File: config.mk
export PLATFORM = sky130hd
export DESIGN_NAME = mmf_front
export DESIGN_NICKNAME = d
export VERILOG_FILES = /design/src/rtl/core/mmf_pkg.sv /design/src/rtl/core/mmf_front.sv
export SDC_FILE = /design/constraint.sdc
export NUM_CORES = 1
export LEC_CHECK = 0
export BUFFER_PORTS_ARGS = -buffer_cell sky130_fd_sc_hd__buf_2
export CORE_UTILIZATION = 35
export CTS_CLUSTER_SIZE = 40
export DETAILED_ROUTE_END_ITERATION = 12
export HOLD_SLACK_MARGIN = 0.12
export PLACE_DENSITY = 0.76
export SYNTH_ARGS = -nofsm -noshare
export SYNTH_HDL_FRONTEND = slang
export SYNTH_SLANG_ARGS = --single-unit
File: constraint.sdc
create_clock -name i_clk -period 7.5 [get_ports i_clk]
set_clock_uncertainty 0.1 [all_clocks]
set_input_delay 1.5 -clock i_clk [delete_from_list [all_inputs] [get_ports i_clk]]
set_output_delay 1.5 -clock i_clk [all_outputs]
set_load 0.005 [all_outputs]
File: src/rtl/core/mmf_pkg.sv
// Shared sizes, codes and structs for the message mailbox.
// Depends on nothing; imported by every mailbox module.
package mmf_pkg;

    localparam int SLOTS       = 16;
    localparam int MSG_BYTES   = 64;
    localparam int QUEUE_DEPTH = 2;

    localparam int SLOT_W = $clog2(SLOTS);
    localparam int IDX_W  = (MSG_BYTES > 1) ? $clog2(MSG_BYTES) : 1;
    localparam int CNT_W  = $clog2(MSG_BYTES + 2);
    localparam int ADDR_W = $clog2(SLOTS * MSG_BYTES);
    localparam int LEN_W  = 7;
    localparam int SND_W  = 16;
    localparam int KIND_W = 32;
    localparam int BYTE_W = 8;

    typedef enum logic [1:0] {
        ST_OK       = 2'd0,
        ST_FULL     = 2'd1,
        ST_TOO_LONG = 2'd2,
        ST_EMPTY    = 2'd3
    } t_status;

    typedef enum logic {
        CMD_PUSH = 1'b0,
        CMD_POP  = 1'b1
    } t_cmd_code;

    typedef enum logic {
        BK_IDLE,
        BK_EMIT
    } t_back_state;

    // Writes from the front into the slot stores.
    typedef struct packed {
        logic                byte_en;
        logic [ADDR_W-1:0]   byte_addr;
        logic [BYTE_W-1:0]   byte_data;
        logic                meta_en;
        logic [SLOT_W-1:0]   meta_slot;
        logic [SND_W-1:0]    sender;
        logic [KIND_W-1:0]   kind;
        logic [LEN_W-1:0]    length;
    } t_slot_wr;

    // Work handed from front to back: a plain status result or a delivery.
    typedef struct packed {
        logic                is_pop;
        t_status             status;
        logic [SLOT_W-1:0]   slot;
        logic [LEN_W-1:0]    cap;
    } t_cmd;

    typedef struct packed {
        t_status             status;
        logic [SND_W-1:0]    sender;
        logic [KIND_W-1:0]   kind;
        logic [LEN_W-1:0]    dlen;
        logic [BYTE_W-1:0]   data;
        logic                data_valid;
        logic                last;
    } t_result;

    function automatic logic [ADDR_W-1:0] byte_addr(input logic [SLOT_W-1:0] slot,
                                                    input logic [IDX_W-1:0]  idx);
        byte_addr = ADDR_W'(int'(slot) * MSG_BYTES + int'(idx));
    endfunction

endpackage

File: src/rtl/core/mmf_front.sv
// Mailbox front: accepts items, streams bytes into the slot store, closes
// pushes and classifies pops. Depends on mmf_pkg.
module mmf_front (
    input  logic                         i_clk,
    input  logic                         i_rst_n,
    input  logic                         i_push,
    output logic                         o_full,
    input  logic                         i_cmd,
    input  logic [mmf_pkg::SND_W-1:0]    i_sender_id,
    input  logic signed [mmf_pkg::KIND_W-1:0] i_message_kind,
    input  logic [mmf_pkg::BYTE_W-1:0]   i_payload_byte,
    input  logic                         i_byte_present,
    input  logic                         i_final_item,
    input  logic [mmf_pkg::LEN_W-1:0]    i_receive_capacity,
    input  logic                         i_q_full,
    output logic                         o_q_wr,
    output mmf_pkg::t_cmd                o_q_data,
    output mmf_pkg::t_slot_wr            o_slot_wr,
    input  logic                         i_pop_done
);
    import mmf_pkg::*;

    logic [SLOT_W-1:0] r_wslot;
    logic [SLOT_W-1:0] r_rslot;
    logic [CNT_W-1:0]  r_cnt;
    logic              r_pop_busy;
    logic [SLOT_W-1:0] n_wslot;
    logic [SLOT_W-1:0] n_rslot;
    logic [CNT_W-1:0]  n_cnt;
    logic              n_pop_busy;

    logic              accept;
    logic              is_pop;
    logic [CNT_W-1:0]  cnt_after;
    logic [SLOT_W-1:0] w_next;
    logic [SLOT_W-1:0] r_next;

    // Hold new items while a delivery still reads the slot store or the command queue is full.
    assign o_full = i_q_full || r_pop_busy;
    assign accept = i_push && !o_full;
    assign is_pop = (t_cmd_code'(i_cmd) == CMD_POP);

    assign cnt_after = (i_byte_present && (r_cnt <= CNT_W'(MSG_BYTES))) ?
                       r_cnt + CNT_W'(1) : r_cnt;
    assign w_next = (r_wslot == SLOT_W'(SLOTS - 1)) ? '0 : r_wslot + SLOT_W'(1);
    assign r_next = (r_rslot == SLOT_W'(SLOTS - 1)) ? '0 : r_rslot + SLOT_W'(1);

    always_comb begin
        n_wslot    = r_wslot;
        n_rslot    = r_rslot;
        n_cnt      = r_cnt;
        n_pop_busy = r_pop_busy;
        o_q_wr     = 1'b0;
        o_q_data   = '0;
        o_slot_wr  = '0;

        if (i_pop_done) begin
            n_pop_busy = 1'b0;
        end

        if (accept) begin
            if (!is_pop) begin
                o_slot_wr.byte_en   = i_byte_present && (r_cnt < CNT_W'(MSG_BYTES));
                o_slot_wr.byte_addr = byte_addr(r_wslot, r_cnt[IDX_W-1:0]);
                o_slot_wr.byte_data = i_payload_byte;
                n_cnt = cnt_after;
                if (i_final_item) begin
                    n_cnt  = '0;
                    o_q_wr = 1'b1;
                    priority if (cnt_after > CNT_W'(MSG_BYTES)) begin
                        o_q_data.status = ST_TOO_LONG;
                    end else if (w_next == r_rslot) begin
                        o_q_data.status = ST_FULL;
                    end else begin
                        o_q_data.status     = ST_OK;
                        o_slot_wr.meta_en   = 1'b1;
                        o_slot_wr.meta_slot = r_wslot;
                        o_slot_wr.sender    = i_sender_id;
                        o_slot_wr.kind      = $unsigned(i_message_kind);
                        o_slot_wr.length    = LEN_W'(cnt_after);
                        n_wslot             = w_next;
                    end
                end
            end else begin
                o_q_wr = 1'b1;
                if (r_wslot == r_rslot) begin
                    o_q_data.status = ST_EMPTY;
                end else begin
                    o_q_data.is_pop = 1'b1;
                    o_q_data.status = ST_OK;
                    o_q_data.slot   = r_rslot;
                    o_q_data.cap    = i_receive_capacity;
                    n_rslot         = r_next;
                    n_pop_busy      = 1'b1;
                end
            end
        end
    end

    always_ff @(posedge i_clk) begin
        if (!i_rst_n) begin
            r_wslot    <= '0;
            r_rslot    <= '0;
            r_cnt      <= '0;
            r_pop_busy <= 1'b0;
        end else begin
            r_wslot    <= n_wslot;
            r_rslot    <= n_rslot;
            r_cnt      <= n_cnt;
            r_pop_busy <= n_pop_busy;
        end
    end

endmodule

==> metrics.txt, run 1 <==
outcome=complete, no violations; GRT Total Usage=21.4%; crit path DAT=3850 ps; CTS clk-pin slew, worst paths=60 ps; number of synthesized register bits=16; slowest library cell on the worst path=nor2_1; setup violators final=0; H-tree Lvls=1; post-synthesis cell count=248; full die area=5600 um2; Pre-antenna DRT Iters=4; ANT nets after route=0; Residual DRC=0; vias in the first global route=1901; Die Width=74.8 um; Antenna diodes=0; layout cells sized above 1=48.9%; reg-to-reg endpoint=r_wslot[1]; worst r2r src=r_wslot[0]; core area=5110 um2; Post-synth EDFFs=0; post-synthesis mux area share=2.70%; DR WL/cell=13.3 um; synthesized area per cell=7.48 um2; global route overflow=0; max_cap viols=0; HP Class=flip-flop to flip-flop; VDD IR max=0.0700 mV; area of the mapped netlist=1860 um2; Max Root-Sink Buffers=2; number of I/O pins=166; worst path required time=5900 ps; Final min period=5450 ps; Worst path max stage delay=540 ps; Slew headroom=50.4%; count of final hold-check violations=0; crit end category=output pin; CTS buffer count=3; cts hold-fix bufs=0; Port Buffers=165; Post-CTS Setup Bufs=0; synthesis-to-layout area growth=47.7%; Fin Setup TNS=0 ps; Synth Area in XOR/XNOR=4.72%; unrepaired setup endpoints after global routing=false; Initial Utilization=36.3%; post-synthesis compound-gate area fraction=16.0%; Routed WL=6.27 mm; WHS Path Cells=2; hold path start=r_wslot[2]; CTS Sinks=16; syn nets=323; simple-gate share of the synthesized area=50.4%; DR vias=2257; fmax=183 MHz; CP top delay family=simple AND/OR/NAND/NOR gates; cells on worst reg2reg path=8; Synth Flop Type=dfxtp_1; DR iter-0 viols=65; Worst Hold Path EP=r_wslot[2]; fin crit share=72.7%; Crit path buffers/inverters=3; worst-skew pair later-pin latency=250 ps; largest net degree at the start of global routing=59; Row Count=26; Reg2Reg Setup Slack=4630 ps; final max-slew violation count=0; Avg Vias per Cell=4.77; type of origin of the critical path=input port; CTS tree=yes; die height=74.8 um; Detail Placement HPWL=5.04 mm; largest family of logic cells by synthesized area=simple AND/OR/NAND/NOR gates; Tot Pwr=203 uW; Worst-Margin Slew=735 ps; synth warn=0; Crit Path Class=input port to output pin; FFs w/ async S/R, synth=0%; Max FO, Critical Path=58; layout net count=480; PwrDens=74.0 nW/um2; Final GP Congestion=0.873; adder-cell area share of the yosys netlist=2.70%; Gates resized, CTS repair=0; Leak=1.54 nW; post-synthesis sequential area ratio=17.3%; first-pass GRT wire length=9.18 mm; initial antenna violation count=0; crit-path cells=buf_2 > nor2_1 > nand2_1 > nor2_1 > nand2_1 > nor3_4 > buf_4 > and2_1 > buf_2; post-synth cell types=42; CTS root buf=clkbuf_8
==> where the power goes <==
group	switching, mW	internal (mW)
combinational	0.0233	0.0273
clock	0.0303	0.0356
sequential	0.000897	0.0854
total	0.0545	0.148
==> cell families after synthesis <==
group,Yosys count
xor gates and xnor gates,10
DFF,16
adders and majority gates,4
AOI/OAI and AO/OA,38
and+or+nand+nor,153
buffers and inverters,22
muxes,5
==> metrics by stage <==
step / cells / setup slack, ps / hold WS (ps) / util (%) / area [um2]
6_report: 473 / 2050 / 452 / 53.7 / 2740
5_1_grt: 473 / 1720 / 483 / 53.7 / 2740
4_1_cts: 473 / 1990 / 452 / 53.7 / 2740
3_5_place_dp: 470 / 1990 / 444 / 52.8 / 2700
3_3_place_gp: 470 / 2080 / 415 / 52.8 / 2700
2_1_floorplan: 248 / 2850 / 385 / - / 1860
==> registers in the layout (all words and copies together), names as in the netlist <==
signal,flops
r_rslot,4
r_pop_busy,1
r_cnt,7
r_wslot,4
==> area by class of cell <==
cell class	instances	area, um2
Sequential cell	16	320
Inverter	8	30.0
Fill cell	523	2370
Clock buffer	3	41.3
Timing Repair Buffer	166	833
Multi-Input combinational cell	210	1430
Tap cell	70	87.6
==> worst max-delay path by stage <==
stage                              start       endpoint  slack [ps]  depth (start not counted)
final                           i_q_full  o_slot_wr[20]        2050                          9
after global routing            i_q_full  o_slot_wr[21]        1720                          9
after CTS                       i_q_full  o_slot_wr[21]        1990                          9
after detailed placement        i_q_full  o_slot_wr[21]        1990                          9
after global placement          i_q_full  o_slot_wr[21]        2080                          9
after floorplan           i_byte_present  o_slot_wr[30]        2850                          8
==> placed cells by master, fill, tap and decap left out, types with 2 or more instances in the layout <==
cell type	count
and2_4	20
a22oi_1	3
a31oi_1	2
nand3_1	8
dfxtp_1	16
inv_1	8
xor2_1	8
o21ai_0	6
or2_2	3
nor4_1	5
a21boi_0	4
or3_1	2
nor2_1	17
buf_2	165
clkbuf_8	3
nor3_1	6
nand4b_1	2
xnor2_1	2
ha_1	4
nor3b_1	2
mux2i_1	5
a21o_1	4
nor2b_1	9
and2_1	57
o21a_1	4
nand2b_1	2
nand2_1	15
a21oi_1	7
==> metal layers <==
layer / vias to the layer above / global-route usage, % / part of all wire, %
li1: 1148 / - / -
met1: 990 / 28.0 / 43
met2: 111 / 37.1 / 47
met3: 8 / 2.81 / 9.5
met4: 0 / 5.24 / 1.1
met5: - / 0 / 0
==> synthesized netlist by cell type (2+ instances only) <==
cell type   n  share of area, %
a21boi_0    4               1.6
a21o_1      4               1.6
a21oi_1     7               1.9
a22oi_1     3               1.2
a31oi_1     2              0.67
and2_1     57                19
and2_4     20               9.4
buf_6       4               2.4
clkbuf_1    9               1.8
dfxtp_1    16                17
ha_1        4               2.7
inv_1       8               1.6
mux2i_1     5               2.7
nand2_1    15               3.0
nand2b_1    2              0.67
nand3_1     8               2.2
nand4b_1    2              0.94
nor2_1     17               3.4
nor2b_1     9               3.0
nor3_1      6               1.6
nor3b_1     2              0.81
nor4_1      5               1.7
o21a_1      4               1.6
o21ai_0     6               1.6
or2_2       3               1.0
or3_1       2              0.67
xnor2_1     2              0.94
xor2_1      8               3.8
==> worst register-to-register path: stages, from the launching register on <==
cell and delay, ps:
dfxtp_1 490, ha_1 290, a21oi_1 60, o21a_1 200, or3_1 390, a2111oi_4 660
nor3_4 70, buf_4 290, mux2i_1 200
Note: power is estimated with default switching activity, not from simulation.
==> inputs of run 2 (changes only) <==
==> constraint.sdc (replaced) <==
create_clock -name i_clk -period 5.3 [get_ports i_clk]
set_clock_uncertainty 0.1 [all_clocks]
set_input_delay 1.06 -clock i_clk [delete_from_list [all_inputs] [get_ports i_clk]]
set_output_delay 1.06 -clock i_clk [all_outputs]
set_load 0.005 [all_outputs]
==> run 2 against run 1 <==
  * Power grew 49%
  * Clock power is 64% higher
  * Die area stayed put
  * Non-clock buffer count up 1
  * Sequential share of layout area shrank 0.10 points
  * Design area increased by 0.87%
  * Count of clock-buffer cells in the layout is 1 higher
  * Final cell count is 0.63% higher
==> metrics.txt, run 2 (same netlist as run 1, synthesis figures left out) <==
outcome=complete, no violations; WHS Path Cells=2; cts hold-fix bufs=0; DR vias=2269; Slew headroom=50.4%; synthesis-to-layout area growth=49.0%; die height=74.8 um; HP Class=flip-flop to flip-flop; fin crit share=82.5%; Routed WL=6.33 mm; hold_ws=446 ps; cells on worst reg2reg path=8; Final GP Congestion=0.876; Row Count=26; most frequent cells in the layout=buf_2, and2_1, and2_4, nor2_1, dfxtp_1; DR iter-0 viols=90; PwrDens=109 nW/um2; Filler cells=496; Fin Setup TNS=0 ps; Max Root-Sink Buffers=2; VDD IR max=0.0997 mV; register share of total power=40.4%; Post-CTS Setup Bufs=0; DR WL/cell=13.3 um; setup violators final=0; Pre-antenna DRT Iters=4; largest net degree at the start of global routing=59; worst-skew pair later-pin latency=250 ps; Port Buffers=165; Max FO, Critical Path=58; Avg Vias per Cell=4.77; initial antenna violation count=1; full die area=5600 um2; ANT nets after route=0; core area=5110 um2; CTS buffer count=3; Leak=1.56 nW; Biggest register=r_cnt; vias in the first global route=1997; net switching power=76.4 uW; CTS tree=yes; unrepaired setup endpoints after global routing=false; Layout Utilization=54.1%; crit path DAT=3210 ps; multi-input logic area=1430 um2; final max-slew violation count=0; Die Width=74.8 um; switch share=25.3%; Largest regs=r_cnt (7), r_rslot (4), r_wslot (4); Detail Placement HPWL=5.09 mm; fmax=229 MHz; crit end category=output pin; Gates resized, CTS repair=0; GRT Total Usage=21.5%; Comb power frac=23.9%; H-tree Lvls=1; first-pass GRT wire length=9.27 mm; layout net count=481; Clock power frac=35.7%; Worst-Margin Slew=735 ps; Reg area=320 um2; worst path required time=4140 ps; CTS Sinks=16; Crit Path Class=input port to output pin; Final min period=4370 ps; layout cells sized above 1=49.1%; Cell Int Power=226 uW; most common cell after layout, fill and taps aside=buf_2; type of origin of the critical path=input port; count of final hold-check violations=0; max reg flops=7; max_cap viols=0; CTS clk-pin slew, worst paths=70 ps; Residual DRC=0; number of I/O pins=166; Initial Utilization=36.3%; global route overflow=0; CTS root buf=clkbuf_8
run 2: path summary, 6_finish.rpt:
path	slack (ps)	startpoint	endpoint
worst max-delay path	930	i_byte_present	o_slot_wr[20]
worst min-delay path	450	r_wslot[2]	r_wslot[2]
worst max register to register	2390	r_cnt[0]	r_wslot[1]
worst min register to register	450	r_wslot[2]	r_wslot[2]
run 2: routing by layer:
layer / up-vias / part of all wire, % / track usage (%)
li1: 1151 / - / -
met1: 1000 / 41 / 25.6
met2: 112 / 48 / 38.9
met3: 6 / 9.2 / 3.48
met4: 0 / 1.6 / 7.34
met5: - / 0 / 0
run 2: power groups by stage:
stage                     sequential, mW  combinational [mW]  clock, mW
after global placement             0.125              0.0711          0
after floorplan                    0.124              0.0324          0
after global routing               0.122              0.0801      0.116
after detailed placement           0.125              0.0719          0
after CTS                          0.122              0.0726      0.111
final                              0.122              0.0721      0.108
run 2: layout make-up:
type	instances	share of cell area, %
Antenna cell	1	0.0905
Inverter	8	1.09
Timing Repair Buffer	167	30.4
Clock buffer	4	1.99
Multi-Input combinational cell	210	51.7
Tap cell	70	3.17
Sequential cell	16	11.6
run 2: per-stage QoR:
stage               total power, mW  worst slack [ps]  area (um2)  instances
floorplan                     0.157              1530        1860        248
global placement              0.196               996        2710        471
detailed placement            0.197               956        2710        471
CTS                           0.306               951        2760        475
global route                  0.319               751        2760        476
finish                        0.302               927        2760        476
run 2: worst max-delay path, cell delays in order:
cell	delay, ps
buf_2	130
and4b_1	210
nor3b_1	150
a211oi_1	400
a31oi_4	230
nor3_4	220
buf_4	440
and2_1	230
buf_2	120
==> inputs of run 3 (changes only) <==
==> constraint.sdc (replaced) <==
create_clock -name i_clk -period 4.2 [get_ports i_clk]
set_clock_uncertainty 0.1 [all_clocks]
set_input_delay 0.84 -clock i_clk [delete_from_list [all_inputs] [get_ports i_clk]]
set_output_delay 0.84 -clock i_clk [all_outputs]
set_load 0.005 [all_outputs]
==> run 3 against run 2 <==
  * Non-clock buffer count unchanged
  * Setup slack got worse by 620 ps
  * Wire length is 0.99% lower
  * Design area about the same
  * Final cell count down 0.21%
  * Sequential share of layout area hardly changed
  * Power up 20%
  * Count of clock-buffer cells in the layout decreased by 1
  * Sequential power grew 26%
  * Flip-flop and latch count stayed put
  * Global-route usage increased by 0.45 points
==> metrics.txt, run 3 (same netlist as run 1, synthesis figures left out) <==
WP depth=9; max reg flops=7; CTS tree=yes; CP endpoint=o_slot_wr[21]; met2 Use GR=39.2%; max_cap viols=0; outcome=complete, no violations; global route overflow=0; HP Class=flip-flop to flip-flop; Crit Path Class=flip-flop to output pin; DR vias=2244; type of origin of the critical path=flip-flop; Gates resized, CTS repair=0; Comb power frac=25.2%; cts hold-fix bufs=0; Avg Vias per Cell=4.72; slowest library cell on the worst path=a2111oi_4; Biggest register=r_cnt; Row Count=26; synthesis-to-layout area growth=48.9%; VDD IR max=0.100 mV; ANT nets after route=0; final worst slack=304 ps; vias in the first global route=2033; first-pass GRT wire length=9.49 mm; Routed WL=6.27 mm; net switching power=96.4 uW; pre-CTS setup slack=482 ps; crit-path cells=ha_1 > a21oi_1 > o21a_1 > or3_1 > a2111oi_4 > nor3_4 > buf_12 > and2_1 > buf_2; largest net degree at the start of global routing=59; Crit path buffers/inverters=2; GR peak layer=met2; first element of the critical path=r_wslot[0]; worst path required time=3260 ps; register share of total power=42.5%; Reg2Reg Setup Slack=1470 ps; setup violators final=0; Die Width=74.8 um; cells on worst reg2reg path=8; CP top delay family=compound AO/OA/AOI/OAI gates; Pre-antenna DRT Iters=4; DR WL/cell=13.2 um; CTS Sinks=16; M1 GR Usage=26.5%; Cell Int Power=266 uW; Fin Setup TNS=0 ps; hold path start=r_wslot[2]; Port Buffers=165; most frequent cells in the layout=buf_2, and2_1, and2_4, nor2_1, dfxtp_1; fmax=257 MHz; initial antenna violation count=1; Max Root-Sink Buffers=2; Clock power frac=32.2%; Detail Placement HPWL=5.06 mm; die height=74.8 um; CTS root buf=clkbuf_8; Worst-Margin Slew=728 ps; DR iter-0 viols=35; H-tree Lvls=1; Worst path max stage delay=660 ps; Largest regs=r_cnt (7), r_rslot (4), r_wslot (4); Final GP Congestion=0.874; Leak=1.55 nW; most common cell after layout, fill and taps aside=buf_2; final max-slew violation count=0; met3 Use GR=4.28%; Residual DRC=0; count of final hold-check violations=0; crit path DAT=2960 ps; unrepaired setup endpoints after global routing=false; CTS buffer count=3; worst r2r src=r_wslot[0]; reg-to-reg endpoint=r_wslot[1]; Final min period=3900 ps; Slew headroom=50.9%; crit end category=output pin; layout cells sized above 1=49.0%; number of I/O pins=166; PwrDens=131 nW/um2; Layout Utilization=54.1%; Initial Utilization=36.3%; WHS Path Cells=2; switch share=26.6%; GRT Total Usage=21.9%; CTS clk-pin slew, worst paths=60 ps; Max FO, Critical Path=58; Post-CTS Setup Bufs=0; full die area=5600 um2; fin crit share=92.8%; core area=5110 um2; layout net count=481; worst-skew pair later-pin latency=250 ps
[run 3: metrics by stage]
step           instances  area (um2)  power (mW)  hold WS, ps
5_1_grt              475        2760       0.380          470
4_1_cts              474        2760       0.366          437
3_5_place_dp         471        2720       0.249          427
6_report             475        2760       0.362          433
2_1_floorplan        248        1860       0.198          385
3_3_place_gp         471        2720       0.248          412
[run 3: how the worst min path moves through the flow]
stage,endpoint
floorplan,r_wslot[2]
global placement,r_wslot[2]
detailed placement,r_wslot[2]
CTS,r_wslot[2]
global route,r_wslot[2]
finish,r_wslot[2]
[run 3: power groups by stage]
stage | Sequential, mW | Clock (mW) | Combinational [mW]
final | 0.154 | 0.117 | 0.0915
after global routing | 0.154 | 0.123 | 0.103
after CTS | 0.154 | 0.120 | 0.0922
after detailed placement | 0.158 | 0 | 0.0914
after global placement | 0.158 | 0 | 0.0902
after floorplan | 0.157 | 0 | 0.0408
[run 3: final cells by class]
type / count / area [um2]
Clock buffer: 3 / 41.3
Sequential cell: 16 / 320
Antenna cell: 1 / 2.50
Tap cell: 70 / 87.6
Multi-Input combinational cell: 210 / 1430
Inverter: 8 / 30.0
Timing Repair Buffer: 167 / 853
Fill cell: 519 / 2340
[run 3: worst min-delay path, cell delays in order (launching register included)]
cell and delay, ps:
dfxtp_1 350, nand2_1 70, mux2i_1 60
[run 3: layer usage]
metal / vias up / wire length [um]
li1: 1145 / -
met1: 988 / 2610
met2: 105 / 2990
met3: 6 / 585
met4: 0 / 82
met5: - / 0
