### src/rtl/core/mmf_pkg.sv
// Shared sizes, codes and structs for the message mailbox.
// Depends on nothing; imported by every mailbox module.
package mmf_pkg;

    localparam int SLOTS       = 16;
    localparam int MSG_BYTES   = 64;
    localparam int QUEUE_DEPTH = 2;

    localparam int SLOT_W = $clog2(SLOTS);
    localparam int IDX_W  = (MSG_BYTES > 1) ? $clog2(MSG_BYTES) : 1;
    localparam int CNT_W  = $clog2(MSG_BYTES + 2);
    localparam int ADDR_W = $clog2(SLOTS * MSG_BYTES);
    localparam int LEN_W  = 7;
    localparam int SND_W  = 16;
    localparam int KIND_W = 32;
    localparam int BYTE_W = 8;

    typedef enum logic [1:0] {
        ST_OK       = 2'd0,
        ST_FULL     = 2'd1,
        ST_TOO_LONG = 2'd2,
        ST_EMPTY    = 2'd3
    } t_status;

    typedef enum logic {
        CMD_PUSH = 1'b0,
        CMD_POP  = 1'b1
    } t_cmd_code;

    typedef enum logic {
        BK_IDLE,
        BK_EMIT
    } t_back_state;

    // Writes from the front into the slot stores.
    typedef struct packed {
        logic                byte_en;
        logic [ADDR_W-1:0]   byte_addr;
        logic [BYTE_W-1:0]   byte_data;
        logic                meta_en;
        logic [SLOT_W-1:0]   meta_slot;
        logic [SND_W-1:0]    sender;
        logic [KIND_W-1:0]   kind;
        logic [LEN_W-1:0]    length;
    } t_slot_wr;

    // Work handed from front to back: a plain status result or a delivery.
    typedef struct packed {
        logic                is_pop;
        t_status             status;
        logic [SLOT_W-1:0]   slot;
        logic [LEN_W-1:0]    cap;
    } t_cmd;

    typedef struct packed {
        t_status             status;
        logic [SND_W-1:0]    sender;
        logic [KIND_W-1:0]   kind;
        logic [LEN_W-1:0]    dlen;
        logic [BYTE_W-1:0]   data;
        logic                data_valid;
        logic                last;
    } t_result;

    function automatic logic [ADDR_W-1:0] byte_addr(input logic [SLOT_W-1:0] slot,
                                                    input logic [IDX_W-1:0]  idx);
        byte_addr = ADDR_W'(int'(slot) * MSG_BYTES + int'(idx));
    endfunction

endpackage

### src/rtl/core/mmf_cmd_queue.sv
// Short command queue between the mailbox front and back.
// Depends on mmf_pkg.
module mmf_cmd_queue (
    input  logic          i_clk,
    input  logic          i_rst_n,
    input  logic          i_wr_en,
    input  mmf_pkg::t_cmd i_wr_data,
    input  logic          i_rd_en,
    output mmf_pkg::t_cmd o_rd_data,
    output logic          o_full,
    output logic          o_empty
);
    import mmf_pkg::*;

    localparam int PTR_W = $clog2(QUEUE_DEPTH);
    localparam int QCNT_W = $clog2(QUEUE_DEPTH + 1);

    t_cmd              r_buf [QUEUE_DEPTH];
    logic [PTR_W-1:0]  r_wp;
    logic [PTR_W-1:0]  r_rp;
    logic [QCNT_W-1:0] r_cnt;
    logic [PTR_W-1:0]  n_wp;
    logic [PTR_W-1:0]  n_rp;
    logic [QCNT_W-1:0] n_cnt;

    assign o_full    = (r_cnt == QCNT_W'(QUEUE_DEPTH));
    assign o_empty   = (r_cnt == '0);
    assign o_rd_data = r_buf[r_rp];

    always_comb begin
        n_wp  = r_wp;
        n_rp  = r_rp;
        n_cnt = r_cnt;
        if (i_wr_en) begin
            n_wp = (r_wp == PTR_W'(QUEUE_DEPTH - 1)) ? '0 : r_wp + PTR_W'(1);
        end
        if (i_rd_en) begin
            n_rp = (r_rp == PTR_W'(QUEUE_DEPTH - 1)) ? '0 : r_rp + PTR_W'(1);
        end
        if (i_wr_en && !i_rd_en) begin
            n_cnt = r_cnt + QCNT_W'(1);
        end else if (!i_wr_en && i_rd_en) begin
            n_cnt = r_cnt - QCNT_W'(1);
        end
    end

    always_ff @(posedge i_clk) begin
        if (!i_rst_n) begin
            r_wp  <= '0;
            r_rp  <= '0;
            r_cnt <= '0;
        end else begin
            r_wp  <= n_wp;
            r_rp  <= n_rp;
            r_cnt <= n_cnt;
        end
    end

    always_ff @(posedge i_clk) begin
        if (i_wr_en) begin
            r_buf[r_wp] <= i_wr_data;
        end
    end

endmodule

### config.mk
export PLATFORM = sky130hd
export DESIGN_NAME = mmf_cmd_queue
export DESIGN_NICKNAME = d
export VERILOG_FILES = /design/src/rtl/core/mmf_pkg.sv /design/src/rtl/core/mmf_cmd_queue.sv
export SDC_FILE = /design/constraint.sdc
export NUM_CORES = 1
export LEC_CHECK = 0
export ABC_AREA = 1
export BUFFER_PORTS_ARGS = -buffer_cell sky130_fd_sc_hd__buf_2
export CAP_MARGIN = 20
export CORE_MARGIN = 2
export CORE_UTILIZATION = 40
export CTS_CLUSTER_SIZE = 28
export DETAILED_ROUTE_END_ITERATION = 10
export SLEW_MARGIN = 0
export SYNTH_ARGS = -nofsm -noshare
export SYNTH_HDL_FRONTEND = slang
export SYNTH_SLANG_ARGS = --single-unit
### constraint.sdc
create_clock -name i_clk -period 3.6 [get_ports i_clk]
set_input_delay 0.36 -clock i_clk [delete_from_list [all_inputs] [get_ports i_clk]]
set_output_delay 0.36 -clock i_clk [all_outputs]
set_load 0.05 [all_outputs]
==> summary.txt, run 1 <==
Setup path
  • R2r startpoint: r_wp
  • CP Launch Type: flip-flop
  • FF-to-FF setup slack: approximately 2.3 ns
  • Bufs and invs on worst path: 1
  • Worst R2R Path Depth: 2
  • CP Max Fanout: 14
  • Data arrival time of the critical path: 1.67 ns
  • R2r endpoint: r_buf[1][12]
  • Crit-path cells: mux2_2, buf_2
  • CP delay by family, top: flip-flops
  • Stages on the worst setup path: 2
  • Worst path slowest cell: dfxtp_1
  • Critical path endpoint category: primary output
  • CP peak stage delay: 0.72 ns
  • Worst EP required: 3.24 ns
  • Crit path kind: flip-flop to primary output

Floorplanning
  • Chip Height: 59.6 µm
  • Initial Utilization: 41.2%
  • Die ar.: roughly 3600 µm²
  • Row cnt: 20
  • Core area: 3000 µm²
  • I/O pin count: 34
  • Die Wd: 59.6 µm

Worst hold path
  • Worst Hold Class: input pin to flip-flop
  • Worst Hold Depth: 1
  • Min-Delay Endpoint: r_buf[0][11]
  • Hold wc startpoint: i_wr_data[11]

STA
  • RSZ-0062 raised after global routing: false
  • Tmin final: 2.03 ns
  • Relative slew margins: 59.1%
  • Setup TNS Final: 0 ns
  • Worst slew pin tran: 0.613 ns
  • Fin crit share: 56.3%
  • Final Skew: 0.0111 ns
  • Max-slew violation count: 0
  • Final hold violation count: 0
  • FMAX: 494 MHz
  • # setup viols final: 0

Yosys
  • Syn Nets: 97
  • FF+latch count, synth: 33
  • Top_reg_cell synth: edfxtp_1
  • Most common cell in the netlist: edfxtp_1
  • Area share of the largest cell type after synthesis: 67.9%
  • Top post-synthesis cells by count: edfxtp_1, mux2_2, nor2_1
  • Area leader, netlist: edfxtp_1
  • Synth warn: 0
  • Synth top area cells: edfxtp_1, mux2_2, dfxtp_1, nor2_1, inv_1
  • Mapped Cells: 78
  • Yosys cell types: 12
  • Mean Syn Cell Area: 15.9 µm²
  • Post-synth EDFFs: 28
  • Mapped Area: 1240 µm²
  • Post-synth ARST share: 0%
  • Seq/Total Area, Yosys: between 70% and 80%

Detailed routing
  • Routed WL: around 2000 µm
  • DR DRC count: 0
  • DR pass1 iterations: 4
  • Vias: 722
  • Average wire per standard cell: 13.2 µm
  • Antenna Nets Post-Route: 0
  • Via density per instance: 4.75
  • Initial DRC count: 16

Global route
  • Largest net degree at the start of global routing: 15
  • GRT overflow: 0
  • Vias in the first global route: 768
  • Global-route wire length before repair: 3230 µm
  • Initial antenna violation count: 0
  • GRT Util Overall: 13.3%

CTS
  • CTS tree: done
  • Inserted Clock Buffers: 5
  • Clock buffer depth: 2
  • Clk slew on worst S/H paths: 0.10 ns
  • Root buffer cell: clkbuf_4
  • Worst skew pair latency: 0.32 ns
  • PostCTS Resize Cnt: 0
  • # hold bufs at CTS: 0
  • Clock sink count: 33
  • Setup Buffers After CTS: 0
  • H-tree levels: 2

Placement
  • HPWL after DPL: between 1000 and 1500 µm
  • GP Congestion: 0.661
  • Buffers on Ports: 33
  • Placed Cells: approximately 140

Finish
  • ANT cells: 0
  • Nets@finish: 137
  • Fraction of layout cells with a size suffix above 1: 45.4%
  • Area delta synth->final: 21.1%
  • Finished Layout Cells: 152

Power and ir drop
  • Leakage power: a little over 0.6 nW
  • Max IR drop VDD: 264 µV
  • Total chip power: between 0.7 and 0.8 mW
  • Pwr/cell area: ~530 nW/µm²

Flow run
  • Max Cap Viol: 0

Outcome
  • Status: complete, no violations
[worst max-delay path by stage]
| stage | from | to | slack (ns) |
|---|---|---|---|
| 5_1_grt | flip-flop | o_rd_data[5] | 1.46 |
| 3_3_place_gp | flip-flop | o_rd_data[5] | 1.89 |
| 6_report | flip-flop | o_rd_data[0] | 1.57 |
| 2_1_floorplan | i_wr_en | r_buf[0][0] | 2.22 |
| 4_1_cts | flip-flop | o_rd_data[5] | 1.51 |
| 3_5_place_dp | flip-flop | o_rd_data[5] | 1.89 |
[placed cells by master, fill, tap and decap left out]
cell and instances:
a21oi_1 1, buf_2 33, buf_4 1, clkbuf_1 2, clkbuf_4 5, clkbuf_8 1, dfxtp_1 5, edfxtp_1 28
ha_1 1, inv_1 8, mux2_2 14, nand2_1 8, nand3_1 1, nand4_1 1, nor2_1 9, o21ai_0 1
[cell families after synthesis]
family / count (synthesis) / share of synthesized area [%]
AO/OA/AOI/OAI: 2 / 0.808
flip-flops: 33 / 76.0
multiplexers: 14 / 12.7
AND/OR/NAND/NOR: 19 / 6.07
adder cells (fa/ha/maj): 1 / 1.01
buffers and inverters: 9 / 3.34
[state kept, by name, indices dropped and copies added, names as in the netlist, named ones only]
register and cells:
r_buf 28, r_cnt 2, r_rp 1, r_wp 1
[final cells by class]
class | count | area, µm²
fillers | 280 | 1500
flip-flops and latches | 33 | 941
multi-input cells | 36 | 255
repair buffers | 34 | 173
clock buffers | 8 | 58.8
well taps | 33 | 41.3
inverters | 8 | 30.0
[where the power goes]
part           total (mW)  internal (mW)  switching (mW)
Combinational       0.135         0.0393          0.0957
Clock               0.209         0.0963           0.113
Sequential          0.449          0.438          0.0108
[routing by layer]
| layer | vias up | GRT usage (%) | wire length (µm) | share of wire, % |
|---|---|---|---|---|
| met5 | - | 0 | 0 | 0 |
| met4 | 0 | 6.67 | 32 | 1.6 |
| met3 | 4 | 7.86 | 126 | 6.3 |
| met2 | 23 | 20.9 | 1000 | 50 |
| met1 | 339 | 14.2 | 843 | 42 |
| li1 | 356 | - | - | - |
[stage by stage]
step,utilization (%),area (µm²),hold slack [ns],setup slack (ns)
floorplan,-,1240,0.459,2.22
global placement,48.0,1440,0.479,1.89
detailed placement,48.0,1440,0.491,1.89
CTS,49.9,1500,0.207,1.51
global route,49.9,1500,0.187,1.46
finish,49.9,1500,0.222,1.57
No activity file was read; power rests on OpenSTA's default activity.
==> inputs of run 2 (changes only) <==
--- a/config.mk
+++ b/config.mk
@@ -5,7 +5,7 @@
 export SDC_FILE = /design/constraint.sdc
 export NUM_CORES = 1
 export LEC_CHECK = 0
-export ABC_AREA = 1
+export ABC_AREA = 0
 export BUFFER_PORTS_ARGS = -buffer_cell sky130_fd_sc_hd__buf_2
 export CAP_MARGIN = 20
 export CORE_MARGIN = 2
==> constraint.sdc (replaced) <==
create_clock -name i_clk -period 1.9 [get_ports i_clk]
set_input_delay 0.19 -clock i_clk [delete_from_list [all_inputs] [get_ports i_clk]]
set_output_delay 0.19 -clock i_clk [all_outputs]
set_load 0.05 [all_outputs]
==> run 2 against run 1 <==
Compared with the run above:
- critical path depth rose by 1
- clock-buffer cell count decreased by 1
- cell area rose by 0.67%
- clock skew decreased by 0.0078 ns
- largest cell class unchanged
- setup slack worse by 1.4 ns
- synthesized cell count shrank 17%
- highest routed layer unchanged
- non-clock buffer count is 3 higher
- synthesized area is 1.0% lower
==> summary.txt, run 2 <==
Outcome
  • Status: complete, no violations

Floorplanning
  • Chip Height: roughly 59 µm
  • Die Wd: 59.3 µm
  • Row cnt: 20
  • Die ar.: 3520 µm²
  • I/O pin count: 34
  • Core area: 2980 µm²
  • Initial Utilization: 41.1%

Worst hold path
  • Worst Hold Depth: 1
  • Worst Hold Class: input pin to flip-flop
  • Min-Delay Endpoint: r_buf[0][0]
  • Hold wc startpoint: i_wr_data[0]

Yosys
  • FF+latch count, synth: 33
  • Area share of the largest cell type after synthesis: between 60 and 70%
  • Area leader, netlist: edfxtp_1
  • Synth warn: 0
  • Yosys cell types: 16
  • Mapped Cells: 65
  • Top post-synthesis cells by count: edfxtp_1, mux2_2, dfxtp_1
  • Most common cell in the netlist: edfxtp_1
  • Seq/Total Area, Yosys: 76.8%
  • Top_reg_cell synth: edfxtp_1
  • Mapped Area: 1220 µm²
  • Synth top area cells: edfxtp_1, mux2_2, dfxtp_1, and2_1, xor2_1
  • Syn Nets: 84
  • Mean Syn Cell Area: between 15 and 20 µm²
  • Post-synth EDFFs: 28
  • Post-synth ARST share: 0%

Placement
  • GP Congestion: 0.644
  • Buffers on Ports: 33
  • Pre-CTS setup slack: 0.523 ns
  • Placed Cells: 134

Setup path
  • Worst EP required: 1.71 ns
  • R2r endpoint: r_buf[1][13]
  • R2r startpoint: r_wp
  • Worst R2R Path Depth: 2
  • Critical path endpoint category: primary output
  • Worst path slowest cell: dfxtp_1
  • CP peak stage delay: 0.41 ns
  • Crit-path cells: buf_4, mux2_2, buf_2
  • Crit path kind: flip-flop to primary output
  • Data arrival time of the critical path: roughly 1.5 ns
  • CP delay by family, top: buffers and inverters
  • Bufs and invs on worst path: 2
  • FF-to-FF setup slack: about 0.59 ns
  • CP Max Fanout: 11
  • CP Launch Type: flip-flop

CTS
  • Clock sink count: 33
  • # hold bufs at CTS: 0
  • Clk slew on worst S/H paths: 0.09 ns
  • Setup Buffers After CTS: 0
  • H-tree levels: 2
  • Clock buffer depth: 2
  • Inserted Clock Buffers: 5
  • Root buffer cell: clkbuf_4
  • PostCTS Resize Cnt: 0
  • CTS tree: done
  • Worst skew pair latency: 0.32 ns

Finish
  • Finished Layout Cells: 141
  • Most common cell after layout, fill and taps aside: buf_2
  • Largest register FFs: 28
  • Fraction of layout cells with a size suffix above 1: 53.7%
  • Biggest regs: r_buf (28), r_cnt (2)
  • Area delta synth->final: 23.2%
  • Nets@finish: 127
  • ANT cells: 0
  • Biggest register: r_buf
  • Commonest cells after routing, fill and taps aside: buf_2, edfxtp_1, mux2_2

STA
  • Max-slew violation count: 0
  • Tmin final: ~1.7 ns
  • # setup viols final: 0
  • Final Skew: 0.00337 ns
  • Fin crit share: between 90% and 100%
  • FMAX: 583 MHz
  • Setup slack after layout: 0.184 ns
  • Setup TNS Final: 0 ns
  • Final Hold Slack: 0.0520 ns
  • Relative slew margins: 67.5%
  • Worst slew pin tran: 0.487 ns
  • Final hold violation count: 0
  • RSZ-0062 raised after global routing: false

Detailed routing
  • Routed WL: 2000 µm
  • Antenna Nets Post-Route: 0
  • Via density per instance: 4.79
  • DR pass1 iterations: 4
  • Initial DRC count: 17
  • Average wire per standard cell: 14.2 µm
  • DR DRC count: 0
  • Vias: between 600 and 700

Power and ir drop
  • Pwr/cell area: slightly above 1000 nW/µm²
  • Leakage power: 0.596 nW
  • Max IR drop VDD: 419 µV

Global route
  • Global-route wire length before repair: 3020 µm
  • GRT overflow: 0
  • Initial antenna violation count: 0
  • Vias in the first global route: 666
  • Largest net degree at the start of global routing: 12
  • GRT Util Overall: 12.9%

Flow run
  • Max Cap Viol: 0
## run 2: per-layer routing
metal	up-vias	track usage (%)	wire length (µm)
met5	-	0	0
met4	0	6.82	40
met3	5	6.11	131
met2	26	20.9	996
met1	317	13.9	836
li1	328	-	-
## run 2: cell families (layout without fill, tap and decap cells)
| kind of cell | after synthesis | count (layout) | share of synthesized area [%] |
|---|---|---|---|
| adders and majority gates | 1 | 1 | 1.02 |
| xor gates and xnor gates | 3 | 3 | 2.15 |
| DFF | 33 | 33 | 76.8 |
| AOI/OAI and AO/OA | 3 | 3 | 1.63 |
| muxes | 14 | 14 | 12.9 |
| and+or+nand+nor | 9 | 9 | 4.60 |
| buffers and inverters | 2 | 45 | 0.919 |
## run 2: worst max-delay path by stage
stage               cells after the start  slack [ns]  startpoint             to
global placement                        3        0.55   flip-flop  o_rd_data[13]
detailed placement                      3        0.52   flip-flop  o_rd_data[13]
CTS                                     3        0.16   flip-flop  o_rd_data[13]
floorplan                               1        0.52        r_wp    r_buf[0][0]
finish                                  3        0.18   flip-flop   o_rd_data[1]
global route                            3         0.1   flip-flop   o_rd_data[1]
## run 2: worst reg2reg max path, stage by stage, from the launching register on
cell and delay, ns:
dfxtp_1 0.35, and2_1 0.44, buf_4 0.24
## run 2: final cells by class
| cell class | instances | area (µm²) |
|---|---|---|
| fillers | 272 | 1470 |
| flip-flops and latches | 33 | 941 |
| multi-input cells | 30 | 273 |
| repair buffers | 37 | 195 |
| clock buffers | 7 | 55.1 |
| well taps | 33 | 41.3 |
| inverters | 1 | 3.75 |
## run 2: stage by stage
step	instance area (µm²)	power, mW	utilization (%)
floorplan	1220	1.09	-
finish	1510	1.54	50.7
detailed placement	1450	1.17	48.8
CTS	1510	1.55	50.7
global route	1510	1.61	50.7
global placement	1450	1.16	48.8
## run 2: report_power, final
part / internal (mW) / leakage [nW] / total (mW) / switching (mW)
Combinational: 0.0972 / 0.260 / 0.302 / 0.205
Sequential: 0.831 / 0.304 / 0.849 / 0.0175
Clock: 0.175 / 0.0314 / 0.385 / 0.210
Total: 1.10 / 0.596 / 1.54 / 0.433
==> inputs of run 3 (changes only) <==
--- a/config.mk
+++ b/config.mk
@@ -6,9 +6,8 @@
 export NUM_CORES = 1
 export LEC_CHECK = 0
 export ABC_AREA = 0
-export BUFFER_PORTS_ARGS = -buffer_cell sky130_fd_sc_hd__buf_2
+export BUFFER_PORTS_ARGS = -buffer_cell sky130_fd_sc_hd__clkbuf_2
 export CAP_MARGIN = 20
-export CORE_MARGIN = 2
 export CORE_UTILIZATION = 40
 export CTS_CLUSTER_SIZE = 28
 export DETAILED_ROUTE_END_ITERATION = 10
==> run 3 against run 2 <==
Compared with the run above:
- the flow now finishes with violations (DRC)
- combinational power shrank 2%
- total power grew 16%
- core utilization grew 3.7 points
- worst hold slack lost 0.014 ns
- critical path type unchanged
- highest routed layer unchanged
==> summary.txt, run 3 (synthesized netlist as in run 2, its figures left out) <==
Outcome
  • Status: complete, but fails checks
  • Violated checks: DRC

Detailed routing
  • Average wire per standard cell: about 13 µm
  • DR DRC count: 4
  • Antenna Nets Post-Route: 0
  • DR pass1 iterations: 7
  • Initial DRC count: 13
  • Via density per instance: 4.89
  • Routed WL: 1790 µm
  • Vias: 675

Flow run
  • Max Cap Viol: 0

Placement
  • GP Congestion: 0.655
  • Placed Cells: 130
  • Pre-CTS setup slack: between 0.4 and 0.5 ns
  • HPWL after DPL: 1230 µm
  • Buffers on Ports: 33

Finish
  • Area delta synth->final: 25.6%
  • ANT cells: 0
  • Biggest regs: r_buf (28), r_cnt (2)
  • FILL cells: 256
  • Largest register FFs: 28
  • Nets@finish: roughly 130
  • Fraction of layout cells with a size suffix above 1: 54.2%
  • Most common cell after layout, fill and taps aside: clkbuf_2
  • FF+latch area: 941 µm²
  • Finished Layout Cells: between 100 and 150
  • Commonest cells after routing, fill and taps aside: clkbuf_2, edfxtp_1, mux2_2
  • Final Util: between 50% and 60%
  • Biggest register: r_buf
  • Area taken by multi-input logic gates: around 270 µm²

CTS
  • Clk slew on worst S/H paths: roughly 0.1 ns
  • Worst skew pair latency: ~0.33 ns
  • Root buffer cell: clkbuf_4
  • CTS tree: done
  • PostCTS Resize Cnt: 0
  • H-tree levels: 2
  • Setup Buffers After CTS: 0
  • # hold bufs at CTS: 0
  • Clock sink count: 33
  • Clock buffer depth: 2
  • Inserted Clock Buffers: 5

STA
  • Setup TNS Final: 0 ns
  • Relative slew margins: between 50% and 60%
  • Final Skew: 0.00338 ns
  • Final hold violation count: 0
  • FMAX: 559 MHz
  • Worst slew pin tran: 0.665 ns
  • Setup slack after layout: 0.111 ns
  • RSZ-0062 raised after global routing: false
  • Max-slew violation count: 0
  • Fin crit share: 94.2%
  • Tmin final: 1.79 ns
  • # setup viols final: 0

Setup path
  • CP Max Fanout: 10
  • Setup crit end: o_rd_data[9]
  • Worst EP required: around 1.7 ns
  • Worst path slowest cell: dfxtp_1
  • FF-to-FF setup slack: 0.63 ns
  • R2r startpoint: r_wp
  • CP peak stage delay: 0.44 ns
  • R2r endpoint: r_buf[1][7]
  • Data arrival time of the critical path: 1.60 ns
  • Crit-path cells: buf_4, mux2_2, clkbuf_2
  • Worst R2R Path Depth: 1
  • Critical path endpoint category: primary output
  • Crit path kind: flip-flop to primary output
  • CP Launch Type: flip-flop

Floorplanning
  • Row cnt: 19
  • Die ar.: roughly 3300 µm²
  • Core area: 2830 µm²
  • I/O pin count: 34
  • Chip Height: 57.3 µm
  • Die Wd: between 50 and 60 µm
  • Initial Utilization: between 40 and 50%

Power and ir drop
  • Total chip power: 1.78 mW
  • Leakage power: between 0.6 and 0.7 nW
  • Max IR drop VDD: 684 µV
  • Pwr/cell area: 1150 nW/µm²

Worst hold path
  • Worst Hold Class: input pin to flip-flop
  • Hold wc startpoint: i_wr_data[3]

Global route
  • GRT overflow: 0
  • Largest net degree at the start of global routing: 15
  • GRT Util Overall: 12.1%
  • Global-route wire length before repair: 2660 µm
  • Initial antenna violation count: 0
  • Vias in the first global route: 622
run 3: power by group:
group | switching (mW) | internal, mW
sequential | 0.0182 | 0.831
clock | 0.225 | 0.407
combinational | 0.202 | 0.0928
run 3: per-layer routing:
metal  GRT usage (%)  part of all wire [%]  vias to the layer above
met5               0                     0                        -
met4            11.5                   3.9                        0
met3            5.67                   8.6                        8
met2            19.4                    52                       24
met1            11.1                    35                      318
li1                -                     -                      325
run 3: critical path: cells and delay by family (launching register included):
family	cells	cell delay, ns
mux	1	0.35
buf+inv	2	0.47
flops	1	0.44
run 3: worst min path at each step:
stage | to | slack [ns] | cells after the start
floorplan | r_buf[0][0] | 0.29 | 0
global placement | r_buf[0][1] | 0.38 | 1
detailed placement | r_buf[1][0] | 0.39 | 1
CTS | r_buf[0][0] | 0.02 | 1
global route | r_buf[0][3] | 0.02 | 1
finish | r_buf[1][3] | 0.04 | 1
run 3: final cells by class:
cell class / instances / share of cell area (%)
multi-input combinational: 30 / 17.7
sequential: 33 / 61.1
inverter: 1 / 0.244
timing repair buffer: 35 / 11.7
clock inverter: 3 / 4.23
tap: 31 / 2.52
clock buffer: 5 / 2.44
run 3: per-stage QoR:
stage	hold slack, ns	instance area (µm²)
3_5_place_dp	0.385	1440
6_report	0.0377	1540
4_1_cts	0.0189	1540
3_3_place_gp	0.380	1440
5_1_grt	0.0182	1540
2_1_floorplan	0.289	1220
